<file path="config.mk">
export PLATFORM = sky130hd
export DESIGN_NAME = positional_circular_list_engine
export DESIGN_NICKNAME = d
export VERILOG_FILES = /design/src/rtl/core/pcle_pkg.sv /design/src/rtl/core/pcle_ram.sv /design/src/rtl/core/pcle_datapath.sv /design/src/rtl/core/pcle_ctrl.sv /design/src/rtl/core/positional_circular_list_engine.sv
export VERILOG_INCLUDE_DIRS = /design/src /design/src/rtl/core
export SDC_FILE = /design/constraint.sdc
export NUM_CORES = 2
export LEC_CHECK = 0
export ABC_CLOCK_PERIOD_IN_PS = 18300
export BUFFER_PORTS_ARGS = -buffer_cell sky130_fd_sc_hd__buf_2
export CORE_MARGIN = 2
export CORE_UTILIZATION = 55
export CTS_CLUSTER_DIAMETER = 80
export DETAILED_ROUTE_END_ITERATION = 6
export HOLD_SLACK_MARGIN = 0.02
export PLACE_DENSITY = 0.71
export SLEW_MARGIN = 20
export SYNTH_ARGS = -nofsm -noshare
export SYNTH_HDL_FRONTEND = slang
export SYNTH_HIERARCHICAL = 1
export SYNTH_SLANG_ARGS = --single-unit
</file>
<file path="constraint.sdc">
create_clock -name i_clk -period 18.3 [get_ports i_clk]
set_clock_uncertainty 0.05 [all_clocks]
set_input_delay 0 -clock i_clk [delete_from_list [all_inputs] [get_ports i_clk]]
set_output_delay 0 -clock i_clk [all_outputs]
set_load 0.01 [all_outputs]
</file>
<file path="src/rtl/core/positional_circular_list_engine_defines.svh">
// Assertion macros used by the list engine datapath.
`ifndef POSITIONAL_CIRCULAR_LIST_ENGINE_DEFINES_SVH
`define POSITIONAL_CIRCULAR_LIST_ENGINE_DEFINES_SVH

// Same-cycle implication, disabled while reset is low.
`define PCLE_CHK_NOW(lbl, clk, rst_n, ante, cons, msg) \
    lbl: assert property (@(posedge clk) disable iff (!rst_n) (ante) |-> (cons)) \
        else $error(msg);

// Next-cycle implication, disabled while reset is low.
`define PCLE_CHK_NEXT(lbl, clk, rst_n, ante, cons, msg) \
    lbl: assert property (@(posedge clk) disable iff (!rst_n) (ante) |=> (cons)) \
        else $error(msg);

`endif

</file>
<file path="src/rtl/core/pcle_pkg.sv">
package pcle_pkg;

    localparam int CAPACITY = 64;
    localparam int IDX_W    = $clog2(CAPACITY);
    localparam int CNT_W    = $clog2(CAPACITY + 1);
    localparam int POS_W    = 7;
    localparam int VAL_W    = 32;
    localparam int CMP_W    = (POS_W > CNT_W) ? POS_W : CNT_W;

    typedef enum logic [2:0] {
        OP_INS_FRONT = 3'd0,
        OP_INS_BACK  = 3'd1,
        OP_INS_AT    = 3'd2,
        OP_REM_FRONT = 3'd3,
        OP_REM_BACK  = 3'd4,
        OP_REM_AT    = 3'd5,
        OP_READ_AT   = 3'd6,
        OP_FIND      = 3'd7
    } t_op;

    typedef enum logic [2:0] {
        ST_OK       = 3'd0,
        ST_EMPTY    = 3'd1,
        ST_FULL     = 3'd2,
        ST_RANGE    = 3'd3,
        ST_NOTFOUND = 3'd4
    } t_status;

    // walk index control
    typedef enum logic [2:0] {
        IX_HOLD, IX_ZERO, IX_POS, IX_CNT_M1, IX_INC, IX_DEC
    } t_idx_cmd;

    // RAM write source
    typedef enum logic [2:0] {
        WR_NONE, WR_FRONT, WR_BACK, WR_POS, WR_UP, WR_REM
    } t_wr_cmd;

    // head / count update
    typedef enum logic [2:0] {
        UPD_NONE, UPD_INS_FRONT, UPD_INC, UPD_REM_FRONT, UPD_DEC
    } t_upd_cmd;

    typedef enum logic [1:0] {
        VS_HOLD, VS_RDATA, VS_VALUE
    } t_vsel;

    typedef enum logic [2:0] {
        IS_HOLD, IS_POS, IS_CNT, IS_IDX, IS_RIDX
    } t_isel;

    typedef struct packed {
        logic     load;
        logic     rd;
        t_idx_cmd idx;
        t_wr_cmd  wr;
        t_upd_cmd upd;
        logic     st_ld;
        t_status  st;
        t_vsel    vsel;
        t_isel    isel;
        logic     publish;
    } t_cmd;

    typedef struct packed {
        t_op  op;
        logic empty;
        logic full;
        logic pos_gt;
        logic pos_ge;
        logic idx_eq_pos;
        logic idx_last;
        logic match;
        logic out_free;
    } t_sts;

    localparam t_cmd CMD_NOP = '{
        load:    1'b0,
        rd:      1'b0,
        idx:     IX_HOLD,
        wr:      WR_NONE,
        upd:     UPD_NONE,
        st_ld:   1'b0,
        st:      ST_OK,
        vsel:    VS_HOLD,
        isel:    IS_HOLD,
        publish: 1'b0
    };

endpackage

</file>
<file path="src/rtl/core/pcle_ram.sv">
module pcle_ram #(
    parameter int WIDTH = 32,
    parameter int DEPTH = 64
) (
    input  logic                     i_clk,
    input  logic                     i_we,
    input  logic [$clog2(DEPTH)-1:0] i_waddr,
    input  logic [WIDTH-1:0]         i_wdata,
    input  logic                     i_re,
    input  logic [$clog2(DEPTH)-1:0] i_raddr,
    output logic [WIDTH-1:0]         o_rdata
);

    logic [WIDTH-1:0] r_mem [DEPTH];
    logic [WIDTH-1:0] r_rdata;

    always_ff @(posedge i_clk) begin
        if (i_we) begin
            r_mem[i_waddr] <= i_wdata;
        end
        if (i_re) begin
            r_rdata <= r_mem[i_raddr];
        end
    end

    assign o_rdata = r_rdata;

endmodule

</file>
<file path="src/rtl/core/pcle_datapath.sv">
`include "positional_circular_list_engine_defines.svh"

module pcle_datapath (
    input  logic                               i_clk,
    input  logic                               i_rst_n,
    input  pcle_pkg::t_cmd                     i_cmd,
    output pcle_pkg::t_sts                     o_sts,
    input  logic [2:0]                         i_op,
    input  logic [pcle_pkg::POS_W-1:0]         i_position,
    input  logic signed [pcle_pkg::VAL_W-1:0]  i_value,
    input  logic                               i_stall,
    output logic                               o_valid,
    output logic [2:0]                         o_status,
    output logic signed [pcle_pkg::VAL_W-1:0]  o_value_out,
    output logic [pcle_pkg::IDX_W-1:0]         o_index_out,
    output logic [pcle_pkg::CNT_W-1:0]         o_count
);

    localparam int IDX_W = pcle_pkg::IDX_W;
    localparam int CNT_W = pcle_pkg::CNT_W;
    localparam int CMP_W = pcle_pkg::CMP_W;
    localparam int VAL_W = pcle_pkg::VAL_W;
    localparam int POS_W = pcle_pkg::POS_W;

    // ring slot of list index idx (idx never above CAPACITY)
    function automatic logic [IDX_W-1:0] f_slot(input logic [IDX_W-1:0] head,
                                                input logic [CNT_W-1:0] idx);
        logic [CNT_W:0] sum;
        sum = (CNT_W+1)'(head) + (CNT_W+1)'(idx);
        if (sum >= (CNT_W+1)'(pcle_pkg::CAPACITY)) begin
            sum = sum - (CNT_W+1)'(pcle_pkg::CAPACITY);
        end
        return sum[IDX_W-1:0];
    endfunction

    logic [2:0]              r_op;
    logic [POS_W-1:0]        r_pos;
    logic [VAL_W-1:0]        r_val;
    logic [IDX_W-1:0]        r_head;
    logic [CNT_W-1:0]        r_cnt;
    logic [IDX_W-1:0]        r_idx;
    logic [IDX_W-1:0]        r_ridx;
    pcle_pkg::t_status       r_st;
    logic [VAL_W-1:0]        r_vout;
    logic [IDX_W-1:0]        r_iout;
    logic                    r_out_valid;
    logic [2:0]              r_o_status;
    logic [VAL_W-1:0]        r_o_value;
    logic [IDX_W-1:0]        r_o_index;
    logic [CNT_W-1:0]        r_o_count;

    logic [VAL_W-1:0]        rdata;
    logic                    we;
    logic [IDX_W-1:0]        waddr;
    logic [VAL_W-1:0]        wdata;
    logic [IDX_W-1:0]        raddr;
    logic [IDX_W-1:0]        head_m1;
    logic [IDX_W-1:0]        head_p1;
    logic [CNT_W-1:0]        cnt_m1;
    logic                    ridx_is_pos;
    logic                    out_free;

    assign head_m1     = (r_head == '0) ? IDX_W'(pcle_pkg::CAPACITY - 1) : r_head - IDX_W'(1);
    assign head_p1     = (r_head == IDX_W'(pcle_pkg::CAPACITY - 1)) ? '0 : r_head + IDX_W'(1);
    assign cnt_m1      = r_cnt - CNT_W'(1);
    assign ridx_is_pos = (CMP_W'(r_ridx) == CMP_W'(r_pos));
    assign out_free    = !r_out_valid || !i_stall;
    assign raddr       = f_slot(r_head, CNT_W'(r_idx));

    // write port select; a removal shift drops the first word read (it is the result)
    always_comb begin
        we    = 1'b0;
        waddr = r_head;
        wdata = r_val;
        case (i_cmd.wr)
            pcle_pkg::WR_FRONT: begin
                we    = 1'b1;
                waddr = head_m1;
            end
            pcle_pkg::WR_BACK: begin
                we    = 1'b1;
                waddr = f_slot(r_head, r_cnt);
            end
            pcle_pkg::WR_POS: begin
                we    = 1'b1;
                waddr = f_slot(r_head, CNT_W'(r_pos));
            end
            pcle_pkg::WR_UP: begin
                we    = 1'b1;
                waddr = f_slot(r_head, CNT_W'(r_ridx) + CNT_W'(1));
                wdata = rdata;
            end
            pcle_pkg::WR_REM: begin
                we    = !ridx_is_pos;
                waddr = f_slot(r_head, CNT_W'(r_ridx) - CNT_W'(1));
                wdata = rdata;
            end
            default: begin
                we = 1'b0;
            end
        endcase
    end

    pcle_ram #(
        .WIDTH (VAL_W),
        .DEPTH (pcle_pkg::CAPACITY)
    ) u_ram (
        .i_clk   (i_clk),
        .i_we    (we),
        .i_waddr (waddr),
        .i_wdata (wdata),
        .i_re    (i_cmd.rd),
        .i_raddr (raddr),
        .o_rdata (rdata)
    );

    // control registers
    always_ff @(posedge i_clk) begin
        if (!i_rst_n) begin
            r_head      <= '0;
            r_cnt       <= '0;
            r_out_valid <= 1'b0;
        end else begin
            case (i_cmd.upd)
                pcle_pkg::UPD_INS_FRONT: begin
                    r_head <= head_m1;
                    r_cnt  <= r_cnt + CNT_W'(1);
                end
                pcle_pkg::UPD_INC: begin
                    r_cnt <= r_cnt + CNT_W'(1);
                end
                pcle_pkg::UPD_REM_FRONT: begin
                    r_head <= (cnt_m1 == '0) ? '0 : head_p1;
                    r_cnt  <= cnt_m1;
                end
                pcle_pkg::UPD_DEC: begin
                    if (cnt_m1 == '0) begin
                        r_head <= '0;
                    end
                    r_cnt <= cnt_m1;
                end
                default: begin
                    r_cnt <= r_cnt;
                end
            endcase
            if (i_cmd.publish) begin
                r_out_valid <= 1'b1;
            end else if (!i_stall) begin
                r_out_valid <= 1'b0;
            end
        end
    end

    // payload registers
    always_ff @(posedge i_clk) begin
        if (i_cmd.load) begin
            r_op   <= i_op;
            r_pos  <= i_position;
            r_val  <= i_value;
            r_st   <= pcle_pkg::ST_OK;
            r_vout <= '0;
            r_iout <= '0;
        end else begin
            if (i_cmd.st_ld) begin
                r_st <= i_cmd.st;
            end
            if (i_cmd.wr == pcle_pkg::WR_REM && ridx_is_pos) begin
                r_vout <= rdata;
            end else begin
                case (i_cmd.vsel)
                    pcle_pkg::VS_RDATA: r_vout <= rdata;
                    pcle_pkg::VS_VALUE: r_vout <= r_val;
                    default:            r_vout <= r_vout;
                endcase
            end
            case (i_cmd.isel)
                pcle_pkg::IS_POS:  r_iout <= IDX_W'(r_pos);
                pcle_pkg::IS_CNT:  r_iout <= IDX_W'(r_cnt);
                pcle_pkg::IS_IDX:  r_iout <= r_idx;
                pcle_pkg::IS_RIDX: r_iout <= r_ridx;
                default:           r_iout <= r_iout;
            endcase
        end
        case (i_cmd.idx)
            pcle_pkg::IX_ZERO:   r_idx <= '0;
            pcle_pkg::IX_POS:    r_idx <= IDX_W'(r_pos);
            pcle_pkg::IX_CNT_M1: r_idx <= cnt_m1[IDX_W-1:0];
            pcle_pkg::IX_INC:    r_idx <= r_idx + IDX_W'(1);
            pcle_pkg::IX_DEC:    r_idx <= r_idx - IDX_W'(1);
            default:             r_idx <= r_idx;
        endcase
        if (i_cmd.rd) begin
            r_ridx <= r_idx;
        end
        if (i_cmd.publish) begin
            r_o_status <= r_st;
            r_o_value  <= r_vout;
            r_o_index  <= r_iout;
            r_o_count  <= r_cnt;
        end
    end

    always_comb begin
        o_sts.op         = pcle_pkg::t_op'(r_op);
        o_sts.empty      = (r_cnt == '0);
        o_sts.full       = (r_cnt == CNT_W'(pcle_pkg::CAPACITY));
        o_sts.pos_gt     = (CMP_W'(r_pos) > CMP_W'(r_cnt));
        o_sts.pos_ge     = (CMP_W'(r_pos) >= CMP_W'(r_cnt));
        o_sts.idx_eq_pos = (CMP_W'(r_idx) == CMP_W'(r_pos));
        o_sts.idx_last   = (r_idx == cnt_m1[IDX_W-1:0]);
        o_sts.match      = (rdata == r_val);
        o_sts.out_free   = out_free;
    end

    assign o_valid     = r_out_valid;
    assign o_status    = r_o_status;
    assign o_value_out = r_o_value;
    assign o_index_out = r_o_index;
    assign o_count     = r_o_count;

    `PCLE_CHK_NOW(a_cnt_bound, i_clk, i_rst_n, 1'b1, r_cnt <= CNT_W'(pcle_pkg::CAPACITY), "count above capacity")
    `PCLE_CHK_NOW(a_head_home, i_clk, i_rst_n, r_cnt == '0, r_head == '0, "empty list with head off slot zero")
    `PCLE_CHK_NOW(a_ins_not_full, i_clk, i_rst_n, (i_cmd.wr == pcle_pkg::WR_FRONT || i_cmd.wr == pcle_pkg::WR_BACK || i_cmd.wr == pcle_pkg::WR_POS), r_cnt != CNT_W'(pcle_pkg::CAPACITY), "insert write into full list")
    `PCLE_CHK_NOW(a_rem_not_empty, i_clk, i_rst_n, (i_cmd.upd == pcle_pkg::UPD_DEC || i_cmd.upd == pcle_pkg::UPD_REM_FRONT), r_cnt != '0, "removal from empty list")
    `PCLE_CHK_NOW(a_publish_free, i_clk, i_rst_n, i_cmd.publish, out_free, "result overwrites pending output")
    `PCLE_CHK_NEXT(a_inc_nonzero, i_clk, i_rst_n, i_cmd.upd == pcle_pkg::UPD_INC, r_cnt != '0, "count zero after insert")

endmodule

</file>
<file path="src/rtl/core/pcle_ctrl.sv">
module pcle_ctrl (
    input  logic           i_clk,
    input  logic           i_rst_n,
    input  logic           i_valid,
    output logic           o_stall,
    input  pcle_pkg::t_sts i_sts,
    output pcle_pkg::t_cmd o_cmd
);

    typedef enum logic [3:0] {
        S_IDLE,
        S_DECODE,
        S_INS_SHIFT,
        S_INS_TAIL,
        S_INS_PUT,
        S_ONE_RD,
        S_ONE_GET,
        S_REM_SHIFT,
        S_REM_TAIL,
        S_FIND_SCAN,
        S_FIND_TAIL,
        S_DONE
    } t_state;

    t_state r_state;
    t_state n_state;
    logic   r_prime;   // set once the current walk has issued a RAM read
    logic   n_prime;

    always_comb begin
        n_state = r_state;
        n_prime = r_prime;
        o_cmd   = pcle_pkg::CMD_NOP;
        case (r_state)
            S_IDLE: begin
                if (i_valid) begin
                    o_cmd.load = 1'b1;
                    n_state    = S_DECODE;
                end
            end
            S_DECODE: begin
                n_prime = 1'b0;
                n_state = S_DONE;
                case (i_sts.op)
                    pcle_pkg::OP_INS_FRONT: begin
                        if (i_sts.full) begin
                            o_cmd.st_ld = 1'b1;
                            o_cmd.st    = pcle_pkg::ST_FULL;
                        end else begin
                            o_cmd.wr  = pcle_pkg::WR_FRONT;
                            o_cmd.upd = pcle_pkg::UPD_INS_FRONT;
                        end
                    end
                    pcle_pkg::OP_INS_BACK: begin
                        if (i_sts.full) begin
                            o_cmd.st_ld = 1'b1;
                            o_cmd.st    = pcle_pkg::ST_FULL;
                        end else begin
                            o_cmd.wr   = pcle_pkg::WR_BACK;
                            o_cmd.isel = pcle_pkg::IS_CNT;
                            o_cmd.upd  = pcle_pkg::UPD_INC;
                        end
                    end
                    pcle_pkg::OP_INS_AT: begin
                        if (i_sts.full) begin
                            o_cmd.st_ld = 1'b1;
                            o_cmd.st    = pcle_pkg::ST_FULL;
                        end else if (i_sts.pos_gt) begin
                            o_cmd.st_ld = 1'b1;
                            o_cmd.st    = pcle_pkg::ST_RANGE;
                        end else if (i_sts.pos_ge) begin
                            // append: nothing to shift
                            o_cmd.wr   = pcle_pkg::WR_POS;
                            o_cmd.isel = pcle_pkg::IS_POS;
                            o_cmd.upd  = pcle_pkg::UPD_INC;
                        end else begin
                            o_cmd.idx  = pcle_pkg::IX_CNT_M1;
                            o_cmd.isel = pcle_pkg::IS_POS;
                            n_state    = S_INS_SHIFT;
                        end
                    end
                    pcle_pkg::OP_REM_FRONT, pcle_pkg::OP_REM_BACK: begin
                        if (i_sts.empty) begin
                            o_cmd.st_ld = 1'b1;
                            o_cmd.st    = pcle_pkg::ST_EMPTY;
                        end else begin
                            o_cmd.idx = (i_sts.op == pcle_pkg::OP_REM_FRONT) ?
                                        pcle_pkg::IX_ZERO : pcle_pkg::IX_CNT_M1;
                            n_state   = S_ONE_RD;
                        end
                    end
                    pcle_pkg::OP_REM_AT: begin
                        if (i_sts.empty) begin
                            o_cmd.st_ld = 1'b1;
                            o_cmd.st    = pcle_pkg::ST_EMPTY;
                        end else if (i_sts.pos_ge) begin
                            o_cmd.st_ld = 1'b1;
                            o_cmd.st    = pcle_pkg::ST_RANGE;
                        end else begin
                            o_cmd.idx  = pcle_pkg::IX_POS;
                            o_cmd.isel = pcle_pkg::IS_POS;
                            n_state    = S_REM_SHIFT;
                        end
                    end
                    pcle_pkg::OP_READ_AT: begin
                        if (i_sts.empty) begin
                            o_cmd.st_ld = 1'b1;
                            o_cmd.st    = pcle_pkg::ST_EMPTY;
                        end else if (i_sts.pos_ge) begin
                            o_cmd.st_ld = 1'b1;
                            o_cmd.st    = pcle_pkg::ST_RANGE;
                        end else begin
                            o_cmd.idx = pcle_pkg::IX_POS;
                            n_state   = S_ONE_RD;
                        end
                    end
                    default: begin
                        // find
                        o_cmd.st_ld = 1'b1;
                        if (i_sts.empty) begin
                            o_cmd.st = pcle_pkg::ST_EMPTY;
                        end else begin
                            o_cmd.st  = pcle_pkg::ST_NOTFOUND;
                            o_cmd.idx = pcle_pkg::IX_ZERO;
                            n_state   = S_FIND_SCAN;
                        end
                    end
                endcase
            end
            S_INS_SHIFT: begin
                // read the entry at the walk index while writing the word read last cycle one slot up
                o_cmd.rd = 1'b1;
                o_cmd.wr = r_prime ? pcle_pkg::WR_UP : pcle_pkg::WR_NONE;
                n_prime  = 1'b1;
                if (i_sts.idx_eq_pos) begin
                    n_state = S_INS_TAIL;
                end else begin
                    o_cmd.idx = pcle_pkg::IX_DEC;
                end
            end
            S_INS_TAIL: begin
                o_cmd.wr = pcle_pkg::WR_UP;
                n_state  = S_INS_PUT;
            end
            S_INS_PUT: begin
                o_cmd.wr  = pcle_pkg::WR_POS;
                o_cmd.upd = pcle_pkg::UPD_INC;
                n_state   = S_DONE;
            end
            S_ONE_RD: begin
                o_cmd.rd = 1'b1;
                n_state  = S_ONE_GET;
            end
            S_ONE_GET: begin
                o_cmd.vsel = pcle_pkg::VS_RDATA;
                o_cmd.isel = pcle_pkg::IS_IDX;
                case (i_sts.op)
                    pcle_pkg::OP_REM_FRONT: o_cmd.upd = pcle_pkg::UPD_REM_FRONT;
                    pcle_pkg::OP_REM_BACK:  o_cmd.upd = pcle_pkg::UPD_DEC;
                    default:                o_cmd.upd = pcle_pkg::UPD_NONE;
                endcase
                n_state = S_DONE;
            end
            S_REM_SHIFT: begin
                o_cmd.rd = 1'b1;
                o_cmd.wr = r_prime ? pcle_pkg::WR_REM : pcle_pkg::WR_NONE;
                n_prime  = 1'b1;
                if (i_sts.idx_last) begin
                    n_state = S_REM_TAIL;
                end else begin
                    o_cmd.idx = pcle_pkg::IX_INC;
                end
            end
            S_REM_TAIL: begin
                o_cmd.wr  = pcle_pkg::WR_REM;
                o_cmd.upd = pcle_pkg::UPD_DEC;
                n_state   = S_DONE;
            end
            S_FIND_SCAN: begin
                if (r_prime && i_sts.match) begin
                    o_cmd.st_ld = 1'b1;
                    o_cmd.st    = pcle_pkg::ST_OK;
                    o_cmd.vsel  = pcle_pkg::VS_VALUE;
                    o_cmd.isel  = pcle_pkg::IS_RIDX;
                    n_state     = S_DONE;
                end else begin
                    o_cmd.rd = 1'b1;
                    n_prime  = 1'b1;
                    if (i_sts.idx_last) begin
                        n_state = S_FIND_TAIL;
                    end else begin
                        o_cmd.idx = pcle_pkg::IX_INC;
                    end
                end
            end
            S_FIND_TAIL: begin
                if (i_sts.match) begin
                    o_cmd.st_ld = 1'b1;
                    o_cmd.st    = pcle_pkg::ST_OK;
                    o_cmd.vsel  = pcle_pkg::VS_VALUE;
                    o_cmd.isel  = pcle_pkg::IS_RIDX;
                end
                n_state = S_DONE;
            end
            S_DONE: begin
                if (i_sts.out_free) begin
                    o_cmd.publish = 1'b1;
                    n_state       = S_IDLE;
                end
            end
            default: begin
                n_state = S_IDLE;
            end
        endcase
    end

    always_ff @(posedge i_clk) begin
        if (!i_rst_n) begin
            r_state <= S_IDLE;
            r_prime <= 1'b0;
        end else begin
            r_state <= n_state;
            r_prime <= n_prime;
        end
    end

    assign o_stall = (r_state != S_IDLE);

endmodule

</file>
<file path="src/rtl/core/positional_circular_list_engine.sv">
// Channel   Direction  Handshake           Payload
// request   in         i_valid / o_stall   i_op, i_position, i_value
// result    out        o_valid / i_stall   o_status, o_value_out, o_index_out, o_count
//
// One item in flight. A shifting insert or a remove at a position shifts the entries from the
// position to the tail, and a find scans from index zero until a hit or the end of the list:
// the list RAM (one read, one write port) moves one entry per cycle.
// Reset (synchronous, active low) empties the list; entries are never read before written.
// A stalled result waits in the output register while the next item is taken in.
module positional_circular_list_engine (
    input  logic                               i_clk,
    input  logic                               i_rst_n,
    // request channel
    input  logic                               i_valid,
    output logic                               o_stall,
    input  logic [2:0]                         i_op,
    input  logic [pcle_pkg::POS_W-1:0]         i_position,
    input  logic signed [pcle_pkg::VAL_W-1:0]  i_value,
    // result channel
    output logic                               o_valid,
    input  logic                               i_stall,
    output logic [2:0]                         o_status,
    output logic signed [pcle_pkg::VAL_W-1:0]  o_value_out,
    output logic [pcle_pkg::IDX_W-1:0]         o_index_out,
    output logic [pcle_pkg::CNT_W-1:0]         o_count
);

    // controller <-> datapath
    pcle_pkg::t_cmd cmd;
    pcle_pkg::t_sts sts;

    // Sequencer: decode, range checks, shift and scan loops, result hand-off.
    pcle_ctrl u_ctrl (
        .i_clk   (i_clk),
        .i_rst_n (i_rst_n),
        .i_valid (i_valid),
        .o_stall (o_stall),
        .i_sts   (sts),
        .o_cmd   (cmd)
    );

    // Ring RAM, head/count, walk index, result and output registers.
    pcle_datapath u_dp (
        .i_clk       (i_clk),
        .i_rst_n     (i_rst_n),
        .i_cmd       (cmd),
        .o_sts       (sts),
        .i_op        (i_op),
        .i_position  (i_position),
        .i_value     (i_value),
        .i_stall     (i_stall),
        .o_valid     (o_valid),
        .o_status    (o_status),
        .o_value_out (o_value_out),
        .o_index_out (o_index_out),
        .o_count     (o_count)
    );

endmodule
</file>
Word level (Yosys, flattened, before mapping)

Memories as Yosys holds them, arrays and structs flattened. A register that Yosys moved wholly into a read port is not among the register bits.
Cells that the tools add are included.

Register bits after elaboration: 162
Memory bits (writable): 2,048
Input port bits: 46
Output and inout bits: 50
Logic and storage cells: 212
Memories: 1

Memory list:

| name             | depth | width | rd ports | clocked after memory_dff | write ports | RTL line       | RTL |
|---|---|---|---|---|---|---|---|
| u_dp.u_ram.r_mem | 64    | 32    | 1        | 1                        | 1           | pcle_ram.sv:14 | `logic [WIDTH-1:0] r_mem [DEPTH];` |

$add $sub $neg: 18
Order comparisons: 7
Equal/unequal tests: 51
Mux-type cells: 87
Reductions and logical operators: 31

Operators with widths:

| cell                | number |
|---|---|
| $mux 4              | 22 |
| $mux 32             | 2 |
| $pmux 32 s2         | 1 |
| $pmux 6 s5          | 2 |
| $mux 6              | 9 |
| $pmux 3 s4          | 4 |
| $sub 6x1->6 const B | 7 |
| $pmux 4 s9          | 1 |
| $pmux 6 s3          | 2 |
| $add 6x7->8         | 4 |
| $eq 32x32->1        | 1 |
| $ge 8x7->1 const B  | 4 |
| $eq 3x2->1 const B  | 10 |
| $eq 3x3->1 const B  | 9 |
| $mux 3              | 9 |
| $mux 9              | 3 |
| $pmux 6 s4          | 1 |
| $pmux 4 s5          | 1 |
| $pmux 3 s6          | 1 |
| $eq 4x3->1 const B  | 4 |
| $eq 4x4->1 const B  | 4 |
| $pmux 4 s4          | 1 |
| $eq 3x1->1 const B  | 5 |
| $eq 6x7->1          | 2 |
| 46 further kinds    | 85 |

Logic depth before layout (Yosys ltp)

Depth after elaboration: 11
Depth in mapped cells: 33
Mapped depth without buffers: 28

Cells and area by module

The synthesis kept the hierarchy.

Modules (own cells, without submodules):

| module        | instances | cells each | area an instance (um^2) | seq. area each (um^2) |
|---|---|---|---|---|
| pcle_ram      | 1         | 3,511      | 79,359.9                | 62,459.9 |
| pcle_datapath | 1         | 808        | 8,735.9                 | 4,164.0 |
| pcle_ctrl     | 1         | 139        | 913.4                   | 100.1 |

Worst setup path before layout

Ideal clock, no wire load.

Path kind: register to register
Start: reg u_dp.r_cnt[4]
End: mem u_dp.u_ram.r_mem[28][0] (enable)
Setup time: 0.421 ns
Arrival: 6.681 ns
Required time: 17.829 ns
Path slack: 11.148 ns
Cell stages (with the launch flop): 31
Buffers on the path: 5
Period minus slack after synthesis: 7.152 ns
Path through: dfxtp_1 clkbuf_1 inv_1 ha_1 a21oi_1 nor2b_1 o21ai_0 o21ai_0 nor2_1 o21ai_0 nand2b_1 a211oi_2 or3_1 clkbuf_1 and3b_1 clkbuf_1 nor2_1 a221o_1 ha_1 inv_1 fa_1 xnor2_1 nand2_1 o211ai_1 a21oi_1 nor2_1 clkbuf_1 or3b_2 or2_2 clkbuf_1 nor2_1

RTL lines:

| item                   | RTL line             | RTL |
|---|---|---|
| from (decl)            | pcle_datapath.sv:40  | `logic [CNT_W-1:0] r_cnt;` |
| from (signal assigned) | pcle_datapath.sv:127 | `r_cnt <= r_cnt + CNT_W'(1);` |
| from (signal assigned) | pcle_datapath.sv:130 | `r_cnt <= r_cnt + CNT_W'(1);` |
| from (signal assigned) | pcle_datapath.sv:134 | `r_cnt <= cnt_m1;` |
| to (decl)              | pcle_ram.sv:14       |  |

==> results.md <==
- The critical path is of the reg2reg type.
- The weighted congestion reported at the end of routability-driven placement is 0.923.
- In the synthesized netlist the async set-or-reset flop fraction comes to 0%.
- The maximum frequency from static timing analysis is 114 MHz.
- The number of nets with antenna violations after routing is 0.
- The depth of the most critical reg-to-reg path is 22.
- For this design the static power due to leakage is 31.6 nW.
- The cell count of the worst hold path is 3.
- The flow ran to the end, but the final reports show violations.
- The H-tree was split into 4 levels.
- The starting utilization of the core area is 55.4%.
- The most used flip-flop cell after synthesis is sky130_fd_sc_hd__edfxtp_1.
- The clock transition at the registers of the reported paths is 0.06 ns.
- The peak supply drop is 0.224 mV.
- The number of buffers on the longest clock path is 3.
- Synthesis produced a netlist whose cell count is 4458.
- The data arrival time of the worst path is 9.30 ns.
- The required time of the critical path is 18.80 ns.
- The die is 406 µm tall.
- The endpoint identified for the worst register-to-register timing path is u_dp/u_ram/r_mem[40][13].
- The root cell of the clock tree is sky130_fd_sc_hd__clkbuf_16.
- The setup slack of the worst register-to-register path is 9.50 ns.
- The fraction of final layout cells with drive strength greater than 1 is 21.7%.
- In the final routed layout, each cell accounts on average for 33.7 µm.
- The via count of the first global-routing pass was 44.4k.
- The final-layout setup total negative slack is 0 ns.
- Sequential elements use 75.0% of the synthesized area.
- The number of pins exceeding their max-slew limit in the final report is 0.
- The worst-margin pin slew is 1.22 ns.
- The tree built by TritonCTS fans out to 2242 sinks.
- The TritonCTS buffer count is 214.
- After floorplanning, the core was sized to cover 161000 µm².
- The post-layout minimum cycle time is 8.80 ns.
- The worst slew slack as a fraction of its limit is 18.4%.
- The tool flagged a number of max-cap violations equal to 0.
- The count of buffers added on input and output ports is 95.
- The critical path ends at u_dp/u_ram/r_mem[40][13].
- After synthesis the cells add up to 89000 µm².
- The total DRC errors in the routed layout is 12.
- The number of iterations in the first detailed-routing pass is 7.
- The number of design-rule violations left by the first detailed-router iteration is 7522.
- Entering global routing, the biggest net connects 101 pins.
- The leftover overflow at the end of global routing is 0.
- The number of placement rows is 147.
- The number of antenna violations at the first check in global routing is 7.
- The routed wire length is 236 mm.
- The mean number of vias per cell is 6.64.
- In this run, synthesis inferred 2182 flip-flops with an integrated enable.
- At the later pin of the worst-skew pair, clock insertion delay measures 0.86 ns.
- The class of the tightest hold or removal check is in2reg.
- The type of element launching the critical path is a flip-flop.
- The final setup violation count is 0.
- The total track usage is 28.7%.
- The launch point of the worst reg-to-reg path is u_dp/r_cnt[3].
- The top fanout value on the critical path is 35.
- The die covers 165000 µm².
- The timing startpoint of the critical path is u_dp/r_cnt[3].
- The total of warnings raised by yosys is 6.
- In the final design database the tool counted 4755 nets.
- Each instance of the synthesized netlist takes up on average 20.0 µm².
- TritonCTS built the clock tree.
- Setup repair after global routing left no endpoint under its margin.
- The total power per unit cell area is 190 nW/µm².
- The number of nets in the synthesized netlist is 4542.
- The checks that failed: design-rule violations.
- The die is 406 µm wide.
- The total via count in the routed design is 46.6k.
- The total count of hold-check failures in the final report is 0.
- The sort of element at the end of the critical path is a flip-flop.
- From synthesis to final layout, the design area changed by 12.4%.
- The total I/O pin count is 96.
- The design draws 19.0 mW.
- The first global-routing pass estimated 331 mm of wire.
- Dividing the final minimum period by the clock period gives 48.1%.
- The netlist uses 82 different library cells.
- After synthesis the netlist holds a flip-flop and latch count of 2242.
- After clock tree synthesis, the setup repair step added 0 buffers.
- The final HPWL from detailed placement is 138 mm.
-- sequential cells by signal, indices dropped and copies added (netlist names), 4 cells and up --
name and count:
u_dp/r_vout 32, u_dp/r_iout 6, u_dp/u_ram/r_mem 2048, u_dp/o_index_out 6
u_dp/r_idx 6, u_dp/r_head 6, u_dp/o_value_out 32, u_dp/r_cnt 7
u_dp/o_count 7, u_dp/r_ridx 6, u_dp/u_ram/o_rdata 32, u_ctrl/r_state 4
u_dp/r_val 32, u_dp/r_pos 7
-- where the power goes --
group | internal, mW | total [mW] | switching [mW]
clock | 2.39 | 4.28 | 1.90
combinational | 2.32 | 7.56 | 5.25
sequential | 6.93 | 7.18 | 0.259
total | 11.6 | 19.0 | 7.40
-- how the worst min path moves through the flow --
| stage | startpoint | slack (ns) | endpoint |
|---|---|---|---|
| after floorplan | i_op[0] | 0.05 | u_dp/r_op[0] |
| after global placement | i_value[22] | 0.13 | u_dp/r_val[22] |
| after detailed placement | i_value[7] | 0.13 | u_dp/r_val[7] |
| after CTS | i_rst_n | 0.10 | u_dp/r_cnt[1] |
| after global routing | i_rst_n | 0.15 | u_ctrl/r_state[2] |
| final | i_rst_n | 0.15 | u_ctrl/r_state[2] |
-- cells by family after synthesis --
logic type / count (synthesis) / synth area share [%]
AO/OA/AOI/OAI: 576 / 4.62
multiplexers: 709 / 14.3
adder cells (fa/ha/maj): 38 / 0.568
AND/OR/NAND/NOR: 502 / 2.79
buffers and inverters: 303 / 1.91
flip-flops: 2242 / 75.0
XOR/XNOR: 88 / 0.866
-- cell usage after synthesis, types with 12 or more instances --
cell type / instances / area [µm²]
sky130_fd_sc_hd__a211oi_1: 70 / 526
sky130_fd_sc_hd__a21oi_1: 77 / 385
sky130_fd_sc_hd__a22o_1: 12 / 105
sky130_fd_sc_hd__a22oi_1: 132 / 991
sky130_fd_sc_hd__a311o_1: 12 / 120
sky130_fd_sc_hd__a31oi_1: 28 / 175
sky130_fd_sc_hd__and2_1: 13 / 81.3
sky130_fd_sc_hd__and3_1: 12 / 75.1
sky130_fd_sc_hd__buf_1: 13 / 48.8
sky130_fd_sc_hd__buf_2: 62 / 310
sky130_fd_sc_hd__buf_4: 33 / 248
sky130_fd_sc_hd__buf_6: 34 / 383
sky130_fd_sc_hd__clkbuf_1: 114 / 428
sky130_fd_sc_hd__dfxtp_1: 60 / 1200
sky130_fd_sc_hd__edfxtp_1: 2182 / 65500
sky130_fd_sc_hd__ha_1: 34 / 425
sky130_fd_sc_hd__inv_1: 38 / 143
sky130_fd_sc_hd__mux2_2: 34 / 383
sky130_fd_sc_hd__mux2i_1: 229 / 2290
sky130_fd_sc_hd__mux4_2: 446 / 10000
sky130_fd_sc_hd__nand2_1: 72 / 270
sky130_fd_sc_hd__nand2b_1: 25 / 156
sky130_fd_sc_hd__nand3_1: 60 / 300
sky130_fd_sc_hd__nand3b_1: 12 / 90.1
sky130_fd_sc_hd__nor2_1: 194 / 728
sky130_fd_sc_hd__nor2b_1: 27 / 169
sky130_fd_sc_hd__nor3_1: 20 / 100
sky130_fd_sc_hd__o211ai_1: 17 / 128
sky130_fd_sc_hd__o21ai_0: 58 / 290
sky130_fd_sc_hd__o221ai_1: 19 / 166
sky130_fd_sc_hd__o22a_1: 13 / 114
sky130_fd_sc_hd__o22ai_1: 53 / 332
sky130_fd_sc_hd__xnor2_1: 30 / 263
sky130_fd_sc_hd__xor2_1: 58 / 508
-- what timing repair did --
item / in CTS / in global routing
hold endpoints to repair: 126 / 0
endpoints found under the setup margin: 0 / 0
hold buffers: 89 / 0
gates resized for setup: 0 / 0
-- critical path, stage by stage, from the launching register on --
cell,delay [ns]
sky130_fd_sc_hd__dfxtp_1,0.61
sky130_fd_sc_hd__inv_1,0.21
sky130_fd_sc_hd__ha_1,0.32
sky130_fd_sc_hd__nand4_1,0.13
sky130_fd_sc_hd__o21ai_0,0.57
sky130_fd_sc_hd__nand2b_1,0.21
sky130_fd_sc_hd__o21a_1,0.24
sky130_fd_sc_hd__o22ai_2,0.51
sky130_fd_sc_hd__nand2b_2,0.24
sky130_fd_sc_hd__buf_4,0.51
sky130_fd_sc_hd__inv_1,0.13
sky130_fd_sc_hd__nand2_1,0.24
sky130_fd_sc_hd__nor2_1,0.08
sky130_fd_sc_hd__a221o_1,0.32
sky130_fd_sc_hd__ha_1,0.32
sky130_fd_sc_hd__a21o_1,0.18
sky130_fd_sc_hd__a21oi_1,0.19
sky130_fd_sc_hd__o21ai_0,0.15
sky130_fd_sc_hd__xor2_1,0.17
sky130_fd_sc_hd__a221o_1,0.92
sky130_fd_sc_hd__nand4b_1,1.05
sky130_fd_sc_hd__nor2_4,0.87
sky130_fd_sc_hd__buf_16,0.24
-- per-stage QoR --
step | setup WS (ns) | cell area, µm² | hold slack [ns] | std cells | utilization (%)
2_1_floorplan | 11.15 | 89000 | 0.0489 | 4458 | -
3_3_place_gp | 9.63 | 91800 | 0.130 | 6503 | 57.2
3_5_place_dp | 9.57 | 91900 | 0.128 | 6506 | 57.2
4_1_cts | 9.52 | 99600 | 0.103 | 6989 | 62.0
5_1_grt | 8.95 | 100000 | 0.147 | 7009 | 62.3
6_report | 9.50 | 100000 | 0.153 | 7012 | 62.3
-- routing by layer --
layer  vias to the layer above  share of wire [%]  GRT usage, %
li1                      18900                  -             -
met1                     24300                 38          41.2
met2                      2892                 46          43.5
met3                       458                 12          6.29
met4                         0                4.5          11.2
met5                         -                  0             0
-- layout make-up --
cell class | instances | area (µm²)
Inverter | 38 | 150
Clock buffer | 268 | 5650
Multi-Input combinational cell | 1913 | 21300
Fill cell | 10800 | 60500
Tap cell | 2160 | 2700
Clock inverter | 126 | 1110
Antenna cell | 3 | 7.51
Sequential cell | 2242 | 66700
Timing Repair Buffer | 262 | 2370
-- layout by cell type, fill, tap and decap left out, types with 12 or more instances in the layout --
cell	instances
sky130_fd_sc_hd__mux2i_1	229
sky130_fd_sc_hd__xnor2_1	26
sky130_fd_sc_hd__a31oi_1	28
sky130_fd_sc_hd__nor2_1	127
sky130_fd_sc_hd__buf_2	95
sky130_fd_sc_hd__dlygate4sd3_1	89
sky130_fd_sc_hd__xor2_1	58
sky130_fd_sc_hd__nand3_1	60
sky130_fd_sc_hd__buf_4	49
sky130_fd_sc_hd__mux4_2	446
sky130_fd_sc_hd__nor2_4	67
sky130_fd_sc_hd__a211oi_1	70
sky130_fd_sc_hd__clkbuf_1	49
sky130_fd_sc_hd__nand2_1	72
sky130_fd_sc_hd__and2_1	12
sky130_fd_sc_hd__clkinv_2	44
sky130_fd_sc_hd__a311o_1	12
sky130_fd_sc_hd__nor2b_1	22
sky130_fd_sc_hd__inv_1	37
sky130_fd_sc_hd__dfxtp_1	60
sky130_fd_sc_hd__o22ai_1	53
sky130_fd_sc_hd__nand3b_1	12
sky130_fd_sc_hd__clkbuf_16	218
sky130_fd_sc_hd__clkinv_1	50
sky130_fd_sc_hd__a21oi_1	75
sky130_fd_sc_hd__o22a_1	13
sky130_fd_sc_hd__nand2b_1	24
sky130_fd_sc_hd__bufinv_16	14
sky130_fd_sc_hd__o211ai_1	17
sky130_fd_sc_hd__edfxtp_1	2182
sky130_fd_sc_hd__buf_12	22
sky130_fd_sc_hd__mux2_4	31
sky130_fd_sc_hd__a22o_1	12
sky130_fd_sc_hd__o21ai_0	58
sky130_fd_sc_hd__o221ai_1	19
sky130_fd_sc_hd__nor3_1	20
sky130_fd_sc_hd__a22oi_1	132
sky130_fd_sc_hd__ha_1	33
Note: power is estimated with default switching activity, not from simulation.
